--- config.mk ---
export PLATFORM = sky130hd
export DESIGN_NAME = swts_ram
export DESIGN_NICKNAME = d
export VERILOG_FILES = /design/src/sliding_window_trend_stats_top_assert.svh /design/src/swts_ram.sv
export SDC_FILE = /design/constraint.sdc
export NUM_CORES = 1
export LEC_CHECK = 0
export BUFFER_PORTS_ARGS = -buffer_cell sky130_fd_sc_hd__buf_2
export CAP_MARGIN = 40
export CELL_PAD_IN_SITES_DETAIL_PLACEMENT = 1
export CELL_PAD_IN_SITES_GLOBAL_PLACEMENT = 1
export CORE_MARGIN = 1
export CORE_UTILIZATION = 45
export CTS_BUF_LIST = sky130_fd_sc_hd__clkbuf_4 sky130_fd_sc_hd__clkbuf_8
export DETAILED_ROUTE_END_ITERATION = 10
export PLACE_DENSITY = 0.65
export SETUP_SLACK_MARGIN = 0.1
export SLEW_MARGIN = 20
export SYNTH_ARGS = -nofsm -noshare
export SYNTH_HDL_FRONTEND = slang
export SYNTH_SLANG_ARGS = --single-unit
--- constraint.sdc ---
create_clock -name clk -period 4.5 [get_ports clk]
set_input_delay 0.225 -clock clk [delete_from_list [all_inputs] [get_ports clk]]
set_output_delay 0.225 -clock clk [all_outputs]
set_load 0.01 [all_outputs]
--- src/sliding_window_trend_stats_top_assert.svh ---
// assertion macros for the trend statistics block
`ifndef SLIDING_WINDOW_TREND_STATS_TOP_ASSERT_SVH
`define SLIDING_WINDOW_TREND_STATS_TOP_ASSERT_SVH

`ifndef NO_ASSERTIONS
`define SWTS_ASSERT(name, prop) \
    name: assert property (@(posedge clk) disable iff (!rst_n) prop) \
        else $error("assertion failed");
`define SWTS_ASSERT_ALWAYS(name, prop) \
    name: assert property (@(posedge clk) prop) \
        else $error("assertion failed");
`else
`define SWTS_ASSERT(name, prop)
`define SWTS_ASSERT_ALWAYS(name, prop)
`endif

`endif

--- src/swts_ram.sv ---
// generic single write port ram with registered read
module swts_ram #(
    parameter int WIDTH = 24,
    parameter int DEPTH = 65
) (
    input  logic                     clk,
    input  logic                     we,
    input  logic [$clog2(DEPTH)-1:0] waddr,
    input  logic [WIDTH-1:0]         wdata,
    input  logic [$clog2(DEPTH)-1:0] raddr,
    output logic [WIDTH-1:0]         rdata
);
    logic [WIDTH-1:0] mem [DEPTH];

    always_ff @(posedge clk)
    begin
        if (we)
        begin
            mem[waddr] <= wdata;
        end
        rdata <= mem[raddr];
    end
endmodule

==> load_flow_metrics.sql <==
INSERT INTO impl_metrics (metric_group, metric, value, unit) VALUES
('logic_synthesis', 'yosysWarnings', '0', ''),
('floorplan', 'fp.dieH', '369.5', 'µm'),
('logic_synthesis', 'synth_fp_nets', '2992', ''),
('cts', 'cts_repair_resize_count', '0', ''),
('logic_synthesis', 'synth_area_per_cell', '20.58', 'µm²'),
('outcome', 'status', 'complete, but fails checks', ''),
('logic_synthesis', 'dominant_combinational_cell_family_by_area_after_synthesis', 'multiplexers', ''),
('logic_synthesis', 'syn_inst', '2952', ''),
('routing', 'dr_total_vias', '31890', ''),
('timing', 'setup_total_negative_slack', '0', 'ns'),
('routing', 'detailedRoute.firstIterationViolations', '3068', ''),
('min_path', 'timing.hold.worst.class', 'in -> reg', ''),
('worst_setup_path', 'crit_fanout', '12', ''),
('cts', 'cts_setup_buffers', '0', ''),
('routing', 'via_density', '6.011', ''),
('global_route', 'grt_usage', '25.39', '%'),
('power_and_ir_drop', 'leakage', '22.87', 'nW'),
('logic_synthesis', 'synth-simple-area-share', '2.601', '%'),
('timing', 'relSlewSlack', '36.45', '%'),
('worst_setup_path', 'setup.worst_path.start_class', 'input port', ''),
('final_layout', 'finish.net_count', '3385', ''),
('global_route', 'overflow', '0', ''),
('worst_setup_path', 'cell_by_cell_listing_of_the_critical_path', 'dlygate4sd3_1 -> buf_4 -> nand4bb_1 -> o221ai_1 -> nor4_1 -> a31oi_1 -> or3_1', ''),
('logic_synthesis', 'synth-compound-area-share', '3.869', '%'),
('global_route', 'grt_start_max_net_pins', '83', ''),
('cts', 'cts.htree.levels', '5', ''),
('logic_synthesis', 'synthMuxAreaShare', '14.14', '%'),
('routing', 'wl', '172100', 'µm'),
('routing', 'final_antenna_net_count', '0', ''),
('routing', 'drcViolationCount', '4', ''),
('cts', 'clock_edge_transition_at_the_registers_on_the_reported_setup_and_hold_paths', '0.06', 'ns'),
('logic_synthesis', 'asyncSetResetFlopFracSynth', '0', '%'),
('logic_synthesis', 'synth_seq_area_share', '77.89', '%'),
('worst_setup_path', 'critical_path_required', '5.36', 'ns'),
('timing', 'report.final.setup_viol', '0', ''),
('timing', 'slew_violations', '0', ''),
('logic_synthesis', 'post_synth_main_area_contributors', 'sky130_fd_sc_hd__edfxtp_1 77%, sky130_fd_sc_hd__mux4_2 8.9%, sky130_fd_sc_hd__mux2i_1 4.7%', ''),
('logic_synthesis', 'synth_xor_area_share', '0', '%'),
('routing', 'firstDrtPassIters', '8', ''),
('cts', 'clock_tree.buffer_depth', '4', ''),
('floorplan', 'fp.dieArea', '136500', 'µm²'),
('placed_design', 'gp_routability_congestion', '0.8937', ''),
('final_layout', 'nFillCells', '11860', ''),
('worst_setup_path', 'cp-end-kind', 'flop', ''),
('logic_synthesis', 'synthDominantCellAreaShare', '77.10', '%'),
('worst_setup_path', 'cpMaxStageDelayCell', 'sky130_fd_sc_hd__nor4_1', ''),
('logic_synthesis', 'netlist.top_cell.by_area', 'sky130_fd_sc_hd__edfxtp_1', ''),
('floorplan', 'boundaryPins', '64', ''),
('placed_design', 'placement.io_buffers', '63', ''),
('worst_setup_path', 'crit_type', 'in -> reg', ''),
('timing', 'layout_worst_path_cycle_share', '61.61', '%'),
('logic_synthesis', 'synth.most_common_cell', 'sky130_fd_sc_hd__edfxtp_1', ''),
('outcome', 'violated_checks', 'design-rule violations', ''),
('final_layout', 'area_growth', '15.66', '%'),
('worst_setup_path', 'cp.arrival', '3.63', 'ns'),
('global_route', 'antenna_found_initial', '15', ''),
('power_and_ir_drop', 'vdd_ir_drop_max', '0.3620', 'mV'),
('final_layout', 'post_route_cells_drive_above_1_share', '28.53', '%'),
('floorplan', 'die_width', '369.5', 'µm'),
('timing', 'max_clock_freq', '360.7', 'MHz'),
('cts', 'cts-root-buf', 'sky130_fd_sc_hd__clkbuf_8', ''),
('cts', 'tritoncts', 'yes', ''),
('floorplan', 'effective_utilization_at_floorplan', '45.47', '%'),
('power_and_ir_drop', 'power-per-cell-area', '433.4', 'nW/µm²'),
('global_route', 'first_global_vias', '33310', ''),
('cts', 'cts_made_buffers', '279', ''),
('logic_synthesis', 'synth.top_cells.by_count', '1560 x sky130_fd_sc_hd__edfxtp_1, 288 x sky130_fd_sc_hd__mux2i_1, 241 x sky130_fd_sc_hd__mux4_2, 139 x sky130_fd_sc_hd__a211oi_1, 86 x sky130_fd_sc_hd__nor2_1', ''),
('timing', 'clock_skew', '0.09810', 'ns'),
('logic_synthesis', 'yosys_most_used_dff', 'sky130_fd_sc_hd__edfxtp_1', ''),
('worst_setup_path', 'slowest_delay', '0.74', 'ns'),
('timing', 'hold_violations', '0', '');
## path summary, 6_finish.rpt
kind,cells past startpoint,slack (ns),endpoint,start
worst max-delay path,7,1.73,rdata[6]$_DFF_P_,raddr[1]
worst min-delay path,4,0.17,rdata[9]$_DFF_P_,raddr[4]
worst max register to register,6,1.83,rdata[6]$_DFF_P_,mem[23][6]$_DFFE_PP_
worst min register to register,3,0.70,rdata[8]$_DFF_P_,mem[64][8]$_DFFE_PP_
## metal layers
metal	vias to the layer above	GRT usage, %	share of wire (%)
met1	17070	34.01	41
met3	307	5.492	7.6
met4	12	10.41	3.7
met5	-	0	0.041
li1	13110	-	-
met2	1390	40.43	48
## sequential cells by signal, summed over array words and instances, names as in the netlist
name and cells:
mem 1560, rdata 24
## critical path: cells and delay by family
kind	cells	cell delay, ns
simple gates	3	1.80
buf+inv	2	0.79
compound gates	2	0.78
## power by group
| group | switching [mW] | leakage (nW) | internal [mW] | total (mW) |
|---|---|---|---|---|
| clock network | 5.68 | 2.73 | 6.88 | 12.6 |
| registers | 0.0693 | 14.2 | 16.3 | 16.4 |
| logic | 1.02 | 5.91 | 0.523 | 1.54 |
## layout by cell type, fill, tap and decap left out, types with 25 or more instances in the layout
master,Yosys,final
sky130_fd_sc_hd__edfxtp_1,1560,1560
sky130_fd_sc_hd__clkbuf_8,0,293
sky130_fd_sc_hd__mux2i_1,288,288
sky130_fd_sc_hd__mux4_2,241,241
sky130_fd_sc_hd__a211oi_1,139,135
sky130_fd_sc_hd__buf_4,13,128
sky130_fd_sc_hd__clkbuf_4,0,93
sky130_fd_sc_hd__nor2b_1,77,77
sky130_fd_sc_hd__buf_2,64,72
sky130_fd_sc_hd__nand2_1,58,58
sky130_fd_sc_hd__clkinv_1,0,53
sky130_fd_sc_hd__o221ai_1,49,49
sky130_fd_sc_hd__dlygate4sd3_1,0,33
sky130_fd_sc_hd__nor2_2,0,31
sky130_fd_sc_hd__nor2_1,86,30
sky130_fd_sc_hd__buf_12,0,30
sky130_fd_sc_hd__o21ai_0,27,26
sky130_fd_sc_hd__mux2_2,25,25
sky130_fd_sc_hd__a21oi_1,25,25
sky130_fd_sc_hd__nor2_4,0,25
## area by class of cell
type / instances / area [µm²] / share of cell area, %
flip-flops and latches: 1584 / 47330 / 67.35
multi-input cells: 1194 / 12860 / 18.30
clock buffers: 383 / 4702 / 6.691
repair buffers: 286 / 2724 / 3.876
well taps: 1768 / 2212 / 3.148
clock inverters: 82 / 426.7 / 0.6072
diodes: 8 / 20.02 / 0.02849
## timing repair
item	in CTS	in global routing
setup endpoints to repair	0	0
endpoints found under the hold margin	1335	0
hold buffers	33	0
## logic make-up (layout without fill, tap and decap cells)
family / count (synthesis) / in the layout
buffers and inverters: 174 / 751
and+or+nand+nor: 307 / 307
muxes: 554 / 554
other: 0 / 8
DFF: 1584 / 1584
AOI/OAI and AO/OA: 333 / 333
## metrics by stage
step                std cells  area (µm²)  hold slack, ns  setup WS (ns)
global placement         4742       63860          0.6754         0.8298
global route             5300       70260          0.1586          1.793
detailed placement       4789       64600          0.6862         0.8291
finish                   5305       70270          0.1693          1.728
CTS                      5287       70060         0.03681          1.842
floorplan                2952       60760          0.3239         0.6229
(Power assumes the default switching activity.)
