### config.mk
export PLATFORM = sky130hd
export DESIGN_NAME = swts_sqrt
export DESIGN_NICKNAME = d
export VERILOG_FILES = /design/src/sliding_window_trend_stats_top_assert.svh /design/src/swts_pkg.sv /design/src/swts_sqrt.sv
export SDC_FILE = /design/constraint.sdc
export NUM_CORES = 1
export LEC_CHECK = 0
export ABC_AREA = 1
export BUFFER_PORTS_ARGS = -buffer_cell sky130_fd_sc_hd__clkbuf_2
export CORE_ASPECT_RATIO = 1.4
export CORE_MARGIN = 2
export CORE_UTILIZATION = 64
export CTS_CLUSTER_DIAMETER = 100
export DETAILED_ROUTE_END_ITERATION = 10
export PLACE_DENSITY_LB_ADDON = 0.1
export RECOVER_POWER = 100
export SYNTH_ARGS = -nofsm -noshare
export SYNTH_HDL_FRONTEND = slang
export SYNTH_SLANG_ARGS = --single-unit
### constraint.sdc
create_clock -name clk -period 4.5 [get_ports clk]
set_input_delay 0 -clock clk [delete_from_list [all_inputs] [get_ports clk]]
set_output_delay 0 -clock clk [all_outputs]
set_load 0.01 [all_outputs]
### src/sliding_window_trend_stats_top_assert.svh
// assertion macros for the trend statistics block
`ifndef SLIDING_WINDOW_TREND_STATS_TOP_ASSERT_SVH
`define SLIDING_WINDOW_TREND_STATS_TOP_ASSERT_SVH

`ifndef NO_ASSERTIONS
`define SWTS_ASSERT(name, prop) \
    name: assert property (@(posedge clk) disable iff (!rst_n) prop) \
        else $error("assertion failed");
`define SWTS_ASSERT_ALWAYS(name, prop) \
    name: assert property (@(posedge clk) prop) \
        else $error("assertion failed");
`else
`define SWTS_ASSERT(name, prop)
`define SWTS_ASSERT_ALWAYS(name, prop)
`endif

`endif

### src/swts_pkg.sv
// shared constants and widths for the trend statistics block
package swts_pkg;
    localparam int SAMPLE_W    = 24;
    localparam int WIN_W       = 7;
    localparam int WINDOW_MAX  = 64;
    localparam int WIN_RESET   = 7;
    localparam int HIST_DEPTH  = WINDOW_MAX + 1;
    localparam int ADDR_W      = $clog2(HIST_DEPTH);
    localparam int SEEN_W      = 8;
    localparam int SEEN_MAX    = 255;
    localparam int PCT_W       = 16;
    localparam int CNT_W       = 16;
    localparam int PCT_SCALE   = 100;
    localparam int SUM_W       = SAMPLE_W + WIN_W;
    localparam int S_W         = SAMPLE_W + WIN_W;
    localparam int SQ1_W       = 2 * SAMPLE_W - 1;
    localparam int SQ_W        = SQ1_W + WIN_W;
    localparam int PSQ_W       = SQ_W + WIN_W;
    localparam int ROOT_W      = (PSQ_W + 3) / 2;
    localparam int RAD_W       = 2 * ROOT_W;
    localparam int REM_W       = ROOT_W + 3;
    localparam int SQRT_CNT_W  = $clog2(ROOT_W + 1);
    localparam int A_W         = 32;
    localparam int DIV_W       = 34;
    localparam int DVS_W       = SAMPLE_W + 1;
    localparam int DIV_CNT_W   = $clog2(DIV_W + 1);
endpackage

### src/swts_sqrt.sv
// iterative integer square root, one root bit per cycle
module swts_sqrt (
    input  logic                        clk,
    input  logic                        rst_n,
    input  logic                        start,
    input  logic [swts_pkg::RAD_W-1:0]  radicand,
    output logic                        done,
    output logic [swts_pkg::ROOT_W-1:0] root
);
    import swts_pkg::*;

    logic [REM_W-1:0]      rem_reg;
    logic [RAD_W-1:0]      rad_reg;
    logic [ROOT_W-1:0]     root_reg;
    logic [SQRT_CNT_W-1:0] cnt_reg;
    logic                  busy_reg;
    logic                  done_reg;
    logic [REM_W-1:0]      rem_sh;
    logic [REM_W-1:0]      trial;
    logic                  fits;

    always_comb
    begin
        rem_sh = {rem_reg[REM_W-3:0], rad_reg[RAD_W-1 -: 2]};
        trial  = REM_W'({root_reg, 2'b01});
        fits   = rem_sh >= trial;
    end

    always_ff @(posedge clk or negedge rst_n)
    begin
        if (!rst_n)
        begin
            rem_reg  <= '0;
            rad_reg  <= '0;
            root_reg <= '0;
            cnt_reg  <= '0;
            busy_reg <= 1'b0;
            done_reg <= 1'b0;
        end
        else
        begin
            done_reg <= !start && busy_reg && (cnt_reg == SQRT_CNT_W'(1));
            if (start)
            begin
                rem_reg  <= '0;
                rad_reg  <= radicand;
                root_reg <= '0;
                cnt_reg  <= SQRT_CNT_W'(ROOT_W);
                busy_reg <= 1'b1;
            end
            else if (busy_reg)
            begin
                rem_reg  <= fits ? rem_sh - trial : rem_sh;
                rad_reg  <= {rad_reg[RAD_W-3:0], 2'b00};
                root_reg <= {root_reg[ROOT_W-2:0], fits};
                cnt_reg  <= cnt_reg - 1'b1;
                if (cnt_reg == SQRT_CNT_W'(1))
                begin
                    busy_reg <= 1'b0;
                end
            end
        end
    end

    assign done = done_reg;
    assign root = root_reg;
endmodule
==> results.cfg <==
[status]
status = finished, violations left
violations = max-capacitance violations, max-slew violations

[grt]
grt_max_degree = 94
grt_pass1_wl_um = 41900
grt_util_all_layers = 0.372
grt_pass1_vias = 8780
grt-ovfl-total = 0
grt_antenna_before_repair = 0

[cells_and_area]
drive_gt1_frac = 0.0970
layout.cells.non_filler = 1563
areaGrowthSynthToFinish_pct = 20.0
final_common_cell = nand2_1
most-common-layout-cells = nand2_1, inv_1, dfrtp_1, nand3_1, clkbuf_2
fin_nets = 1472
diodes = 0
largest_register_ffs = 64

[worst_hold_path]
hold_path_end = rad_reg[1]$_DFFE_PN0P_
hold_path_class = in -> reg
holdCritStartpoint = start
worstHoldPathCells = 3

[setup_path]
critPathKind = reg -> reg
slowest_delay_ns = 1.24
reg2reg_to = root[2]$_DFFE_PN0P_
cp.buffers_inverters = 3
cp-end-kind = flop
rrSetupSlack_ns = 1.08
crit_path_cell_trace = inv_1, nor2_4, inv_1, clkbuf_1, o22ai_1
critical-path-top-delay-family = buffers and inverters
worst-r2r-cell-count = 5
cp_slowest_cell = inv_1
critical_path.startpoint_type = flop
cp.arrival_ns = 3.65
cp.required_ns = 4.72
cp_max_fo = 53
rr_startpoint = busy_reg$_DFF_PN0_
path_common_cell = inv_1

[synthesis]
synth.avg_cell_area_um2 = 7.06
ys_seq_elements = 137
synth_area_mm2 = 0.00862
syn-num-nets = 1324
ys_seq_area_frac = 0.398
ys_types = 36
syn_inst = 1221
yosys_warnings = 0

[timing]
relSlewSlack = -0.768
worst_slack_ns = 1.08
tightest_slew_ns = 2.65
fmax_mhz = 292
fin_skew_ns = 0.0122
period_needed_ns = 3.42
rsz0062_at_grt = false
hold_viol = 0
fin_tns_setup_ns = 0
final-max-slew-violation-count = 262
period_share = 0.761
final-setup-viol-count = 0

[floorplanning]
start_util = 0.650
fp.dieW_um = 102
die_h_um = 141
row_count = 50
die_area_mm2 = 0.0144
core_area_mm2 = 0.0133
pin_count = 100

[clock_tree]
cts_sinks = 137
path_clk_slew_ns = 0.06
cts_tree = built
htree_levels = 4
worstSkewPairLatency_ns = 0.43
cts_root_buffer = clkbuf_16
ctsResizeCount = 0
clockBufferDepth = 2
cts_setup_buffers = 0
numCtsBuffers = 17

[drt]
wirelength_um = 25600
drt-initial-drc-count = 576
via_count = 8640
drt-pass1-iter-count = 6
drc = 0
vias_per_cell = 5.53
drtAntennaViolNets = 0
routedWlPerCell_um = 16.4

[place]
dp_hpwl_um = 15700
post-place-cells = 1467
place_congestion = 0.943
port_buffers = 99
place_ws_ns = 1.85

[power_and_ir_drop]
p_total_mw = 6.56
p_int_mw = 3.43
clockPowerShare = 0.197
p_leak_nw = 5.59
power.net_switching_mw = 3.13
combinationalPowerShare = 0.562
pwr-share-seq = 0.240
peakVddDrop_mv = 0.374
p_per_area_mw_per_mm2 = 633
p_sw_frac = 0.477

[run]
cap_violations = 4
-- worst max-delay path by stage --
stage	start	endpoint	slack, ns	cells past startpoint
floorplan	root[23]$_DFFE_PN0P_	rem_reg[4]$_DFFE_PN0P_	2.47	13
global placement	root[23]$_DFFE_PN0P_	rem_reg[28]$_DFFE_PN0P_	1.87	14
detailed placement	root[23]$_DFFE_PN0P_	rem_reg[28]$_DFFE_PN0P_	1.85	14
CTS	root[23]$_DFFE_PN0P_	rem_reg[31]$_DFFE_PN0P_	1.83	14
global route	busy_reg$_DFF_PN0_	rem_reg[26]$_DFFE_PN0P_	0.88	7
finish	busy_reg$_DFF_PN0_	root[2]$_DFFE_PN0P_	1.08	5
-- synth_stat cells (all sizes together) --
library cell  number  area (um^2)
nand2            466         1800
inv              224          841
dfrtp            137         3430
nand3             79          405
nor2              58          262
ha                36          450
clkbuf            33          124
o221ai            33          289
o22ai             32          200
o211ai            22          165
a21oi             19         95.1
nand3b            17          128
o21ai             17         85.1
xnor2             14          123
nand4             10         62.6
buf                8         55.1
nor3               4         20.0
o21bai             3         22.5
and2               2         12.5
clkinv             2         7.51
nor4               2         27.5
and3               1         6.26
or2                1         6.26
xor2               1         8.76
-- power by group through the flow --
stage / logic, mW / registers, mW / clock network, mW
after floorplan: 2.81 / 1.55 / 0
after global placement: 3.53 / 1.58 / 0
after detailed placement: 3.56 / 1.58 / 0
after CTS: 3.64 / 1.56 / 1.29
after global routing: 4.17 / 1.59 / 1.34
final: 3.69 / 1.57 / 1.29
-- layout make-up --
type | instances | area [um^2]
sequential | 137 | 3430
timing repair buffer | 170 | 1140
tap | 182 | 228
clock buffer | 19 | 443
clock inverter | 12 | 95.1
inverter | 226 | 848
fill | 1014 | 2910
multi-input combinational | 817 | 4170
-- layer usage --
layer  global-route usage  share of wire
met4                0.195          0.049
met5                    0              0
met2                0.659           0.52
met1                0.419           0.37
met3               0.0680          0.058
-- stage by stage --
step | hold slack [ns] | utilization | instance area, um^2
2_1_floorplan | -0.296 | - | 8620
3_3_place_gp | 0.133 | 0.696 | 9230
3_5_place_dp | 0.137 | 0.696 | 9230
4_1_cts | 0.0212 | 0.785 | 10400
5_1_grt | 0.0916 | 0.781 | 10400
6_report | 0.0627 | 0.781 | 10400
-- worst reg2reg max path, stage by stage (launching register included) --
cell and delay [ns]:
dfrtp_1 0.45, inv_1 0.14, nor2_4 0.04, inv_1 1.24, clkbuf_1 1.15, o22ai_1 0.20
-- timing repair --
item,4_1_cts,5_1_grt
endpoints found under the setup margin,0,0
hold buffers,65,0
endpoints found under the hold margin,156,0
-- cells by family after synthesis --
| logic type | after synthesis | synth area share |
|---|---|---|
| adders and majority gates | 36 | 0.0522 |
| DFF | 137 | 0.398 |
| xor gates and xnor gates | 15 | 0.0152 |
| and+or+nand+nor | 640 | 0.317 |
| buffers and inverters | 267 | 0.119 |
| AOI/OAI and AO/OA | 126 | 0.0994 |
No activity file was read; power rests on OpenSTA's default activity.
