--- config.mk ---
export PLATFORM = sky130hd
export DESIGN_NAME = swts_div
export DESIGN_NICKNAME = d
export VERILOG_FILES = /design/src/sliding_window_trend_stats_top_assert.svh /design/src/swts_pkg.sv /design/src/swts_div.sv
export SDC_FILE = /design/constraint.sdc
export NUM_CORES = 1
export LEC_CHECK = 0
export BUFFER_PORTS_ARGS = -buffer_cell sky130_fd_sc_hd__buf_4
export CORE_MARGIN = 5
export CORE_UTILIZATION = 45
export DETAILED_ROUTE_END_ITERATION = 10
export PLACE_DENSITY = 0.76
export SLEW_MARGIN = 40
export SYNTH_ARGS = -nofsm -noshare
export SYNTH_HDL_FRONTEND = slang
export SYNTH_SLANG_ARGS = --single-unit
--- constraint.sdc ---
create_clock -name clk -period 2.5 [get_ports clk]
set_input_delay 0.75 -clock clk [delete_from_list [all_inputs] [get_ports clk]]
set_output_delay 0.75 -clock clk [all_outputs]
set_load 0.01 [all_outputs]
--- src/sliding_window_trend_stats_top_assert.svh ---
// assertion macros for the trend statistics block
`ifndef SLIDING_WINDOW_TREND_STATS_TOP_ASSERT_SVH
`define SLIDING_WINDOW_TREND_STATS_TOP_ASSERT_SVH

`ifndef NO_ASSERTIONS
`define SWTS_ASSERT(name, prop) \
    name: assert property (@(posedge clk) disable iff (!rst_n) prop) \
        else $error("assertion failed");
`define SWTS_ASSERT_ALWAYS(name, prop) \
    name: assert property (@(posedge clk) prop) \
        else $error("assertion failed");
`else
`define SWTS_ASSERT(name, prop)
`define SWTS_ASSERT_ALWAYS(name, prop)
`endif

`endif

--- src/swts_pkg.sv ---
// shared constants and widths for the trend statistics block
package swts_pkg;
    localparam int SAMPLE_W    = 24;
    localparam int WIN_W       = 7;
    localparam int WINDOW_MAX  = 64;
    localparam int WIN_RESET   = 7;
    localparam int HIST_DEPTH  = WINDOW_MAX + 1;
    localparam int ADDR_W      = $clog2(HIST_DEPTH);
    localparam int SEEN_W      = 8;
    localparam int SEEN_MAX    = 255;
    localparam int PCT_W       = 16;
    localparam int CNT_W       = 16;
    localparam int PCT_SCALE   = 100;
    localparam int SUM_W       = SAMPLE_W + WIN_W;
    localparam int S_W         = SAMPLE_W + WIN_W;
    localparam int SQ1_W       = 2 * SAMPLE_W - 1;
    localparam int SQ_W        = SQ1_W + WIN_W;
    localparam int PSQ_W       = SQ_W + WIN_W;
    localparam int ROOT_W      = (PSQ_W + 3) / 2;
    localparam int RAD_W       = 2 * ROOT_W;
    localparam int REM_W       = ROOT_W + 3;
    localparam int SQRT_CNT_W  = $clog2(ROOT_W + 1);
    localparam int A_W         = 32;
    localparam int DIV_W       = 34;
    localparam int DVS_W       = SAMPLE_W + 1;
    localparam int DIV_CNT_W   = $clog2(DIV_W + 1);
endpackage

--- src/swts_div.sv ---
// iterative restoring divider, one quotient bit per cycle
module swts_div (
    input  logic                        clk,
    input  logic                        rst_n,
    input  logic                        start,
    input  logic [swts_pkg::DIV_W-1:0]  dividend,
    input  logic [swts_pkg::DVS_W-1:0]  divisor,
    output logic                        done,
    output logic [swts_pkg::DIV_W-1:0]  quotient
);
    import swts_pkg::*;

    logic [DVS_W:0]     rem_reg;
    logic [DIV_W-1:0]   quo_reg;
    logic [DVS_W-1:0]   dvs_reg;
    logic [DIV_CNT_W-1:0] cnt_reg;
    logic               busy_reg;
    logic               done_reg;
    logic [DVS_W:0]     shift_rem;
    logic [DVS_W:0]     sub_rem;
    logic               fits;

    always_comb
    begin
        shift_rem = {rem_reg[DVS_W-1:0], quo_reg[DIV_W-1]};
        sub_rem   = shift_rem - {1'b0, dvs_reg};
        fits      = shift_rem >= {1'b0, dvs_reg};
    end

    always_ff @(posedge clk or negedge rst_n)
    begin
        if (!rst_n)
        begin
            rem_reg  <= '0;
            quo_reg  <= '0;
            dvs_reg  <= '0;
            cnt_reg  <= '0;
            busy_reg <= 1'b0;
            done_reg <= 1'b0;
        end
        else
        begin
            done_reg <= !start && busy_reg && (cnt_reg == DIV_CNT_W'(1));
            if (start)
            begin
                rem_reg  <= '0;
                quo_reg  <= dividend;
                dvs_reg  <= divisor;
                cnt_reg  <= DIV_CNT_W'(DIV_W);
                busy_reg <= 1'b1;
            end
            else if (busy_reg)
            begin
                rem_reg <= fits ? sub_rem : shift_rem;
                quo_reg <= {quo_reg[DIV_W-2:0], fits};
                cnt_reg <= cnt_reg - 1'b1;
                if (cnt_reg == DIV_CNT_W'(1))
                begin
                    busy_reg <= 1'b0;
                end
            end
        end
    end

    assign done     = done_reg;
    assign quotient = quo_reg;
endmodule

==> metrics.md, run 1 <==
| Metric | Value |
|---|---|
| Gr usage total | 19.4% |
| Final TNS setup | -5430 ps |
| First-pass GRT wire length | 23300 µm |
| CTS tree | yes |
| Yosys Warn Count | 0 |
| Yosys reg bits | 92 |
| Initial antenna violation count | 0 |
| Startpoint Class | register |
| Cell area after layout | 7290 µm² |
| Post-synthesis area per instance | 9.09 µm² |
| Ys flop type | dfrtp_1 |
| Max clock buf depth | 2 |
| Die Y | 121 µm |
| Post-Synth XOR/XNOR Area | 3.66% |
| TritonCTS buffer count | 9 |
| Fin crit share | 111% |
| Critical Path RT | 2710 ps |
| FMAX | 361 MHz |
| Min Tclk post-route | 2770 ps |
| DR vias/cell | 5.47 |
| Pins Over Slew Limit | 0 |
| Pre-CTS WS | -363 ps |
| Tightest Hold Check Type | in -> async |
| Post-Layout Cell Count | 902 |
| Largest family of logic cells by synthesized area | compound AO/OA/AOI/OAI gates |
| Final Skew | 6.84 ps |
| Post-DP Area | 6780 µm² |
| Multiplexer share of the synthesized area | 9.67% |
| Status | finished, violations left |
| Initial drt markers | 290 |
| Drt total wl | 14000 µm |
| Die Width | 121 µm |
| Worst endpoint data arrival time | 2980 ps |
| Post-synth EDFFs | 0 |
| Fin. Hold Viols | 0 |
| H-tree depth | 3 |
| Final setup viols | 26 |
| Post-synthesis compound-gate area fraction | 18.2% |
| Min setup slack post-route | -273 ps |
| IR drop worst, VDD | 0.418 mV |
| Vias in the first global route | 5051 |
| Share of cells above drive strength 1 | 28.7% |
| Async S/R FF share, synth | 100% |
| Max-cap violations | 0 |
| Unique cell type count in the Yosys netlist | 54 |
| Port Buffers | 96 |
| Post-Place Cells | 878 |
| DIE AREA | 14500 µm² |
| Adder-cell area share of the yosys netlist | 6.50% |
| WL/cell | 15.6 µm |
| Gr ovfl total | 0 |
| Max FFs per register | 34 |
| Starting density of the core | 45.8% |
| RSZ-0062 raised after global routing | true |
| CP Capture Type | register |
| Row Count | 40 |
| Slew at the pin closest to its max-slew limit | 519 ps |
| Net count reported at finish | 841 |
| Rel. slew slack | 65.2% |
| Drt pass-1 iters | 5 |
| DRT antenna net count | 0 |
| Total clock sinks | 92 |
| Area grow syn2layout | 32.6% |
| Vias | 4935 |
| DP Wirelength | 10100 µm |
| Antenna cell count | 0 |
| Drc violations | 0 |
| Core Util, Final | 60.7% |
| Mapped Cells | 605 |
| Ports | 97 |
| Largest net degree at the start of global routing | 56 |
| Synthesized net count | 695 |
| Syn Std Cell Area | 5500 µm² |
| Static Leak | 0.00368 µW |
| Skew-Pair Late Insertion Delay | 340 ps |
| Share of the yosys chip area belonging to registers | 41.8% |
| Clk slew on worst S/H paths | 70 ps |
| PD cells | 981 nW/µm² |
| Violated checks | setup timing |
| Setup CP Type | reg -> reg |
| CTS Root Cell | clkbuf_16 |
| Final Wtd Congestion | 0.880 |
| CP max FO | 5 |
| Simple logic cell fraction of the synthesized area | 14.9% |
| Core area | 12000 µm² |
-- cell usage after synthesis (all sizes together), types with 2 or more instances --
cell type   n  area (µm²)
or3         5        31.3
xnor2      15         131
o21ai      73         365
nor2       46         173
nor3b       2        15.0
mux2i      52         521
o21a        8        60.1
inv        32         120
nand3       4        20.0
nor4        4        25.0
clkbuf     24        90.1
and3        2        12.5
nor2b       6        37.5
and2        3        18.8
nand4       6        37.5
a31oi       6        43.8
nand2      83         312
or2         2        12.5
nand2b      5        31.3
a21oi      19        95.1
xor2        8        70.1
dfrtp      92        2300
buf        11        73.8
ha         27         338
nand3b      3        22.5
a21o        6        45.0
a2111oi     2        23.8
nor3        8        45.0
o211ai      3        22.5
a311oi      4        35.0
a211oi     23         173
o31ai       6        45.0
o21bai      2        15.0
-- cell families after synthesis --
family,after synthesis
AOI/OAI and AO/OA,160
xor gates and xnor gates,23
adders and majority gates,28
buffers and inverters,67
DFF,92
muxes,53
and+or+nand+nor,182
-- per-stage QoR --
stage	total power, µW	hold WS (ps)
after global placement	5210	498
after CTS	6890	360
after global routing	7620	382
final	7160	352
after detailed placement	5330	509
after floorplan	4190	454
-- critical path, stage by stage (launching register included) --
cell and delay [ps]:
dfrtp_1 350, inv_1 50, ha_2 190, fa_2 360, nor2b_2 160, o21bai_2 90
a31oi_2 190, o2111ai_2 180, a2111oi_4 360, or2_4 240, buf_8 150, mux2i_4 240
a211oi_2 90
-- cells in the final DEF, fill, tap and decap left out, drive strengths merged, types with 5 or more instances in the layout --
cell type  count
ha            27
dfrtp         92
clkbuf         9
a21o           6
nor3           8
or3            5
nand2b         5
inv           35
o21a           8
a211oi        23
nor2b          6
mux2i         52
nand2         83
a21oi         19
nor2          47
xor2           8
o31ai          6
nand4          6
xnor2         15
a31oi          6
buf          169
o21ai         73
-- repair_timing --
action                     4_1_cts  5_1_grt
gates cloned                     2        0
hold buffers                     0        0
setup endpoints to repair       26       26
pin swaps                        8        5
resized for setup               11       22
buffers inserted                 4        3
-- power by group --
part	switching (µW)	total [µW]	internal, µW
Clock	601	1380	780
Sequential	204	1960	1750
Combinational	1900	3820	1910
-- path summary, 6_finish.rpt --
check | start | endpoint | slack [ps] | cells past startpoint
min | rst_n | rem_reg[6]$_DFFE_PN0P_ | 350 | 1
min in group clk | dvs_reg[0]$_DFFE_PN0P_ | dvs_reg[0]$_DFFE_PN0P_ | 520 | 1
min reg2reg | dvs_reg[0]$_DFFE_PN0P_ | dvs_reg[0]$_DFFE_PN0P_ | 520 | 1
max reg2reg | quotient[33]$_DFFE_PN0P_ | rem_reg[13]$_DFFE_PN0P_ | -270 | 12
max in group asynchronous | rst_n | quotient[33]$_DFFE_PN0P_ | 1620 | 2
max | quotient[33]$_DFFE_PN0P_ | rem_reg[13]$_DFFE_PN0P_ | -270 | 12
-- layer usage --
| layer | track usage (%) | routed length [µm] |
|---|---|---|
| met1 | 24.4 | 5930 |
| met2 | 32.8 | 7150 |
| met3 | 3.32 | 571 |
| met4 | 8.71 | 401 |
| met5 | 0 | 0 |
-- cell type report --
class                   instances  area [µm²]
clock buffers                   9         225
clock inverters                 6        71.3
fillers                       995        4720
inverters                      32         120
multi-input cells             447        3060
flip-flops and latches         92        2310
well taps                     147         184
repair buffers                169        1330
Note: power is estimated with default switching activity, not from simulation.
==> run 2, diff against run 1 <==
Settings changed: BUFFER_PORTS_ARGS -buffer_cell sky130_fd_sc_hd__buf_4 to -buffer_cell sky130_fd_sc_hd__buf_2, PLACE_DENSITY 0.76 to 0.73.
Clock period 2.5 ns to 3.4 ns, I/O delays scaled along.
==> run 2 against run 1 <==
  * The run now ends clean
  * Wire length is 11% lower
  * Die area stayed put
  * Non-clock buffer count is 64 lower
  * Global-route usage is 2.0 points lower
==> metrics.md, run 2 (synthesis results as in run 1) <==
| Metric | Value |
|---|---|
| Status | finished, final reports clean |
| Hold Path Stages | 1 |
| DR vias/cell | 5.43 (-0.74%) |
| Multi-input gate area | 2920 µm² (-4.5%) |
| R2R depth | 12 (unchanged) |
| Fin. Hold Viols | 0 (unchanged) |
| Pins Over Slew Limit | 0 (unchanged) |
| CP Buf/Inv Count | 2 (unchanged) |
| Total clock sinks | 92 (unchanged) |
| Post-CTS Setup Inserts | 0 (-4) |
| Drt pass-1 iters | 4 (-1) |
| Fin crit share | 91.3% (-20 points) |
| Critical Path RT | 3590 ps (+880 ps) |
| DP Wirelength | 9160 µm (-9.3%) |
| CP max FO | 10 (+5) |
| Tot Pwr | 4540 µW (-36%) |
| DRT antenna net count | 0 (unchanged) |
| H-tree depth | 3 (unchanged) |
| PD cells | 711 nW/µm² (-28%) |
| Min Tclk post-route | 3100 ps (+330 ps) |
| Largest net degree at the start of global routing | 62 (+11%) |
| Initial drt markers | 265 (-8.6%) |
| Die Y | 121 µm (unchanged) |
| Worst endpoint data arrival time | 3290 ps (+310 ps) |
| Worst hold start | dvs_reg[0]$_DFFE_PN0P_ |
| Clk slew on worst S/H paths | 70 ps (about the same) |
| Antenna cell count | 0 (unchanged) |
| Max clock buf depth | 2 (unchanged) |
| CP cell instances | inv_1 > ha_1 > fa_1 > nor2b_1 > o21bai_1 > a31oi_2 > o2111ai_2 > a2111oi_2 > or2_4 > buf_4 > mux2i_1 > a211oi_1 |
| Drt total wl | 12500 µm (-11%) |
| Gr usage total | 17.4% (-2.0 points) |
| CTS Root Cell | clkbuf_16 |
| WP depth | 12 (unchanged) |
| Area grow syn2layout | 16.2% |
| Final Wtd Congestion | 0.854 (-2.9%) |
| WHS Endpoint | dvs_reg[0]$_DFFE_PN0P_ |
| Final Skew | 9.19 ps (+2.36 ps) |
| Startpoint Class | register |
| CTS tree | yes |
| Port Buffers | 96 (unchanged) |
| Tightest Hold Check Type | reg -> reg |
| Most frequent cells in the layout | buf_2 (94), dfrtp_1 (91), nand2_1 (83), o21ai_0 (72), mux2i_1 (52) |
| Pre-CTS WS | 241 ps (+604 ps) |
| Slew at the pin closest to its max-slew limit | 662 ps (+143 ps) |
| Setup CP Type | reg -> reg |
| Drc violations | 0 (unchanged) |
| Static Leak | 0.00329 µW (-11%) |
| Core area | 12000 µm² (unchanged) |
| Initial antenna violation count | 0 (unchanged) |
| Row Count | 40 (unchanged) |
| Share of cells above drive strength 1 | 19.0% (-9.8 points) |
| Commonest non-fill, non-tap cell in the layout | buf_2 |
| FF+latch area | 2310 µm² (unchanged) |
| FMAX | 322 MHz (-11%) |
| Net count reported at finish | 776 (-7.7%) |
| CP Capture Type | register |
| DIE AREA | 14500 µm² (unchanged) |
| Max-cap violations | 0 (unchanged) |
| Final TNS setup | 0 ps (+5430 ps) |
| Gr ovfl total | 0 (unchanged) |
| Vias | 4551 (-7.8%) |
| WL/cell | 15.0 µm (-3.9%) |
| IR drop worst, VDD | 0.301 mV (-28%) |
| First-pass GRT wire length | 21100 µm (-9.5%) |
| RSZ-0062 raised after global routing | false |
| Min setup slack post-route | 297 ps (+570 ps) |
| Ports | 97 (unchanged) |
| Reg2reg end | rem_reg[2]$_DFFE_PN0P_ |
| Critical path's slowest cell | a2111oi_2 |
| Critical Path Start | quotient[33]$_DFFE_PN0P_ |
| Max FFs per register | 34 (unchanged) |
| CP top delay family | compound AO/OA/AOI/OAI gates |
| CP max stage delay | 430 ps (+70 ps) |
| TritonCTS buffer count | 9 (unchanged) |
| R2R Setup Slk | 300 ps (+570 ps) |
| Fillers | 1133 (+14%) |
| Post-DP Area | 6080 µm² (-10%) |
| Starting density of the core | 45.8% (unchanged) |
| Die Width | 121 µm (unchanged) |
| Skew-Pair Late Insertion Delay | 340 ps (about the same) |
| Reg-to-reg startpoint | quotient[33]$_DFFE_PN0P_ |
| Rel. slew slack | 55.9% (-9.3 points) |
| Final setup viols | 0 (-100%) |
| Vias in the first global route | 4491 (-11%) |
| Cell area after layout | 6390 µm² (-12%) |
-- run 2: changes by cell type in the layout (fill, tap and decap cells not counted), moves of 3 or more --
cell | previous run | this run
mux2i_2 | 3 | 0
mux2i_1 | 48 | 52
buf_12 | 4 | 0
buf_4 | 163 | 11
a211oi_2 | 4 | 0
a211oi_1 | 19 | 23
buf_2 | 0 | 94
ha_1 | 24 | 27
-- run 2: timing repair --
| item | in CTS | in global routing |
|---|---|---|
| hold buffers | 0 | 0 |
| gates resized for setup | 0 | 1 |
| setup endpoints to repair | 0 | 19 |
-- run 2: final cells by class --
| type | count | area share (%) |
|---|---|---|
| clock buffer | 10 | 3.74 |
| sequential | 92 | 36.1 |
| timing repair buffer | 105 | 8.65 |
| tap | 147 | 2.88 |
| inverter | 32 | 1.88 |
| multi-input combinational | 446 | 45.7 |
| clock inverter | 6 | 1.10 |
-- run 2: how the worst max path moves through the flow --
stage                                    to  slack [ps]
finish               rem_reg[2]$_DFFE_PN0P_         300
floorplan           rem_reg[12]$_DFFE_PN0P_         610
CTS                 rem_reg[19]$_DFFE_PN0P_         230
detailed placement  rem_reg[19]$_DFFE_PN0P_         240
global placement    rem_reg[10]$_DFFE_PN0P_         370
global route        rem_reg[10]$_DFFE_PN0P_          30
-- run 2: power by group --
part           switching (µW)  internal [µW]  leakage, µW
logic                    1150            916      0.00198
clock network             440            597     0.000153
registers                 151           1290      0.00115
-- run 2: routing by layer --
metal	vias to the layer above	part of all wire, %	GRT usage, %
met3	24	4.4	3.27
li1	2300	-	-
met1	2142	44	23.1
met2	85	49	28.6
met5	-	0	0
met4	0	1.7	6.30
-- run 2: metrics by stage --
| stage | cells | hold slack [ps] | utilization, % |
|---|---|---|---|
| 2_1_floorplan | 605 | 480 | - |
| 3_3_place_gp | 822 | 496 | 50.6 |
| 3_5_place_dp | 822 | 505 | 50.6 |
| 4_1_cts | 838 | 520 | 53.2 |
| 5_1_grt | 838 | 546 | 53.2 |
| 6_report | 838 | 518 | 53.2 |
==> run 3, diff against run 2 <==
Settings changed: BUFFER_PORTS_ARGS -buffer_cell sky130_fd_sc_hd__buf_2 to -buffer_cell sky130_fd_sc_hd__clkbuf_2.
==> run 3 against run 2 <==
  * Combinational power hardly changed
  * Sequential share of layout area hardly changed
  * Critical path type unchanged
  * Die area stayed put
  * Maximum frequency is 1.6% lower
  * Largest cell class unchanged
  * Cell area hardly changed
==> metrics.md, run 3 (synthesis results as in run 1) <==
| Metric | Value |
|---|---|
| Final setup viols | 0 (unchanged) |
| CTS tree | yes |
| Ports | 97 (unchanged) |
| R2R Setup Slk | 240 ps (-50 ps) |
| Starting density of the core | 45.8% (unchanged) |
| WL/cell | 14.9 µm (-0.67%) |
| H-tree depth | 3 (unchanged) |
| DRT antenna net count | 0 (unchanged) |
| Commonest non-fill, non-tap cell in the layout | clkbuf_2 |
| Vias in the first global route | 4491 (unchanged) |
| Static Leak | 0.00329 µW (about the same) |
| Total clock sinks | 92 (unchanged) |
| Slew at the pin closest to its max-slew limit | 716 ps (+54.6 ps) |
| TritonCTS buffer count | 9 (unchanged) |
| Port Buffers | 96 (unchanged) |
| Clk slew on worst S/H paths | 70 ps (about the same) |
| Core area | 12000 µm² (unchanged) |
| CP max stage delay | 450 ps (+20 ps) |
| RSZ-0062 raised after global routing | false |
| Status | finished, final reports clean |
| Reg-to-reg startpoint | quotient[33]$_DFFE_PN0P_ |
| Startpoint Class | register |
| Most frequent cells in the layout | clkbuf_2 (94), dfrtp_1 (91), nand2_1 (83), o21ai_0 (72), mux2i_1 (52) |
| Largest net degree at the start of global routing | 110 (+77%) |
| Share of cells above drive strength 1 | 18.5% (-0.50 points) |
| Die Y | 121 µm (unchanged) |
| Gr usage total | 17.9% (+0.42 points) |
| Min Hold Slack | 517 ps (-1.47 ps) |
| PD cells | 711 nW/µm² (about the same) |
| Critical path's slowest cell | a2111oi_2 |
| DP Wirelength | 9110 µm (-0.57%) |
| FF+latch area | 2310 µm² (unchanged) |
| Post-Place Cells | 819 (-0.36%) |
| Reg2reg end | rem_reg[10]$_DFFE_PN0P_ |
| Row Count | 40 (unchanged) |
| Max FFs per register | 34 (unchanged) |
| Post-Layout Cell Count | 835 (-0.36%) |
| Max clock buf depth | 2 (unchanged) |
| Final TNS setup | 0 ps (unchanged) |
| Fin crit share | 92.8% (+1.5 points) |
| Setup CP Type | reg -> reg |
| Drc violations | 0 (unchanged) |
| Antenna cell count | 0 (unchanged) |
| FMAX | 317 MHz (-1.6%) |
| IR drop worst, VDD | 0.285 mV (-5.2%) |
| CP max FO | 10 (unchanged) |
| Initial antenna violation count | 0 (unchanged) |
| WHS Endpoint | dvs_reg[0]$_DFFE_PN0P_ |
| CP Capture Type | register |
| Multi-input gate area | 2920 µm² (unchanged) |
| R2R depth | 12 (unchanged) |
| Tightest Hold Check Type | reg -> reg |
| Rel. slew slack | 52.2% (-3.6 points) |
| Skew-Pair Late Insertion Delay | 350 ps (about the same) |
| Worst endpoint data arrival time | 3340 ps (+50 ps) |
| Fillers | 1094 (-3.4%) |
| CTS Root Cell | clkbuf_16 |
| Initial drt markers | 228 (-14%) |
| Net count reported at finish | 773 (-0.39%) |
| Die Width | 121 µm (unchanged) |
| Final Skew | 5.12 ps (-4.07 ps) |
| Gr ovfl total | 0 (unchanged) |
| Critical Path RT | 3590 ps (about the same) |
| DIE AREA | 14500 µm² (unchanged) |
| CP Buf/Inv Count | 2 (unchanged) |
| DR vias/cell | 5.43 (about the same) |
| Fin. Hold Viols | 0 (unchanged) |
| CP cell instances | inv_1 > ha_1 > fa_1 > nor2b_1 > o21bai_1 > a31oi_2 > o2111ai_2 > a2111oi_2 > or2_4 > buf_4 > mux2i_1 > a211oi_1 |
| Max-cap violations | 0 (unchanged) |
| Hold Path Stages | 1 (unchanged) |
| Pins Over Slew Limit | 0 (unchanged) |
| Drt pass-1 iters | 5 (+1) |
| Area grow syn2layout | 16.3% (about the same) |
| Final Wtd Congestion | 0.874 (+2.3%) |
| First-pass GRT wire length | 21300 µm (+1.0%) |
| CP top delay family | compound AO/OA/AOI/OAI gates |
| Drt total wl | 12400 µm (-1.0%) |
| Worst hold start | dvs_reg[0]$_DFFE_PN0P_ |
| Vias | 4536 (-0.33%) |
| Min Tclk post-route | 3160 ps (+52.0 ps) |
## run 3: cell count changes in the layout (fill, tap and decap cells not counted), sizes merged
cell / change
clkinvlp: +1
clkinv: -3
clkbuf: +96
buf: -97
## run 3: worst max path at each step
| stage | startpoint | end | slack [ps] | depth (start not counted) |
|---|---|---|---|---|
| 2_1_floorplan | quotient[33]$_DFFE_PN0P_ | rem_reg[12]$_DFFE_PN0P_ | 610 | 13 |
| 3_3_place_gp | quotient[33]$_DFFE_PN0P_ | rem_reg[10]$_DFFE_PN0P_ | 370 | 12 |
| 3_5_place_dp | quotient[33]$_DFFE_PN0P_ | rem_reg[15]$_DFFE_PN0P_ | 240 | 12 |
| 4_1_cts | quotient[33]$_DFFE_PN0P_ | rem_reg[10]$_DFFE_PN0P_ | 190 | 12 |
| 5_1_grt | quotient[33]$_DFFE_PN0P_ | rem_reg[10]$_DFFE_PN0P_ | 50 | 12 |
| 6_report | quotient[33]$_DFFE_PN0P_ | rem_reg[10]$_DFFE_PN0P_ | 240 | 12 |
## run 3: layout make-up
cell class | instances | share of cell area, %
clock buffer | 12 | 4.01
clock inverter | 4 | 0.861
inverter | 32 | 1.88
multi-input combinational | 446 | 45.6
sequential | 92 | 36.0
tap | 147 | 2.88
timing repair buffer | 102 | 8.68
## run 3: metrics by stage
stage / power [µW] / setup slack, ps / utilization, % / instance area [µm²]
finish: 4550 / 245 / 53.3 / 6400
global route: 4900 / 46.1 / 53.3 / 6400
CTS: 4560 / 187 / 53.2 / 6390
detailed placement: 3490 / 239 / 50.6 / 6080
global placement: 3430 / 367 / 50.6 / 6080
floorplan: 3080 / 612 / - / 5500
## run 3: what timing repair did
item,CTS,global route
buffers inserted,0,0
endpoints found under the hold margin,0,0
gates resized for setup,0,1
hold buffers,0,0
setup endpoints to repair,0,12
## run 3: power by group
part | internal, µW | leakage, µW | switching [µW]
Clock | 615 | 0.000150 | 427
Combinational | 914 | 0.00199 | 1150
Sequential | 1290 | 0.00115 | 155
## run 3: per-layer routing
metal | share of wire (%) | global-route usage (%) | vias to the layer above
met4 | 2.1 | 7.01 | 0
li1 | - | - | 2288
met3 | 3.5 | 3.70 | 20
met5 | 0 | 0 | -
met2 | 50 | 29.5 | 79
met1 | 44 | 23.0 | 2149
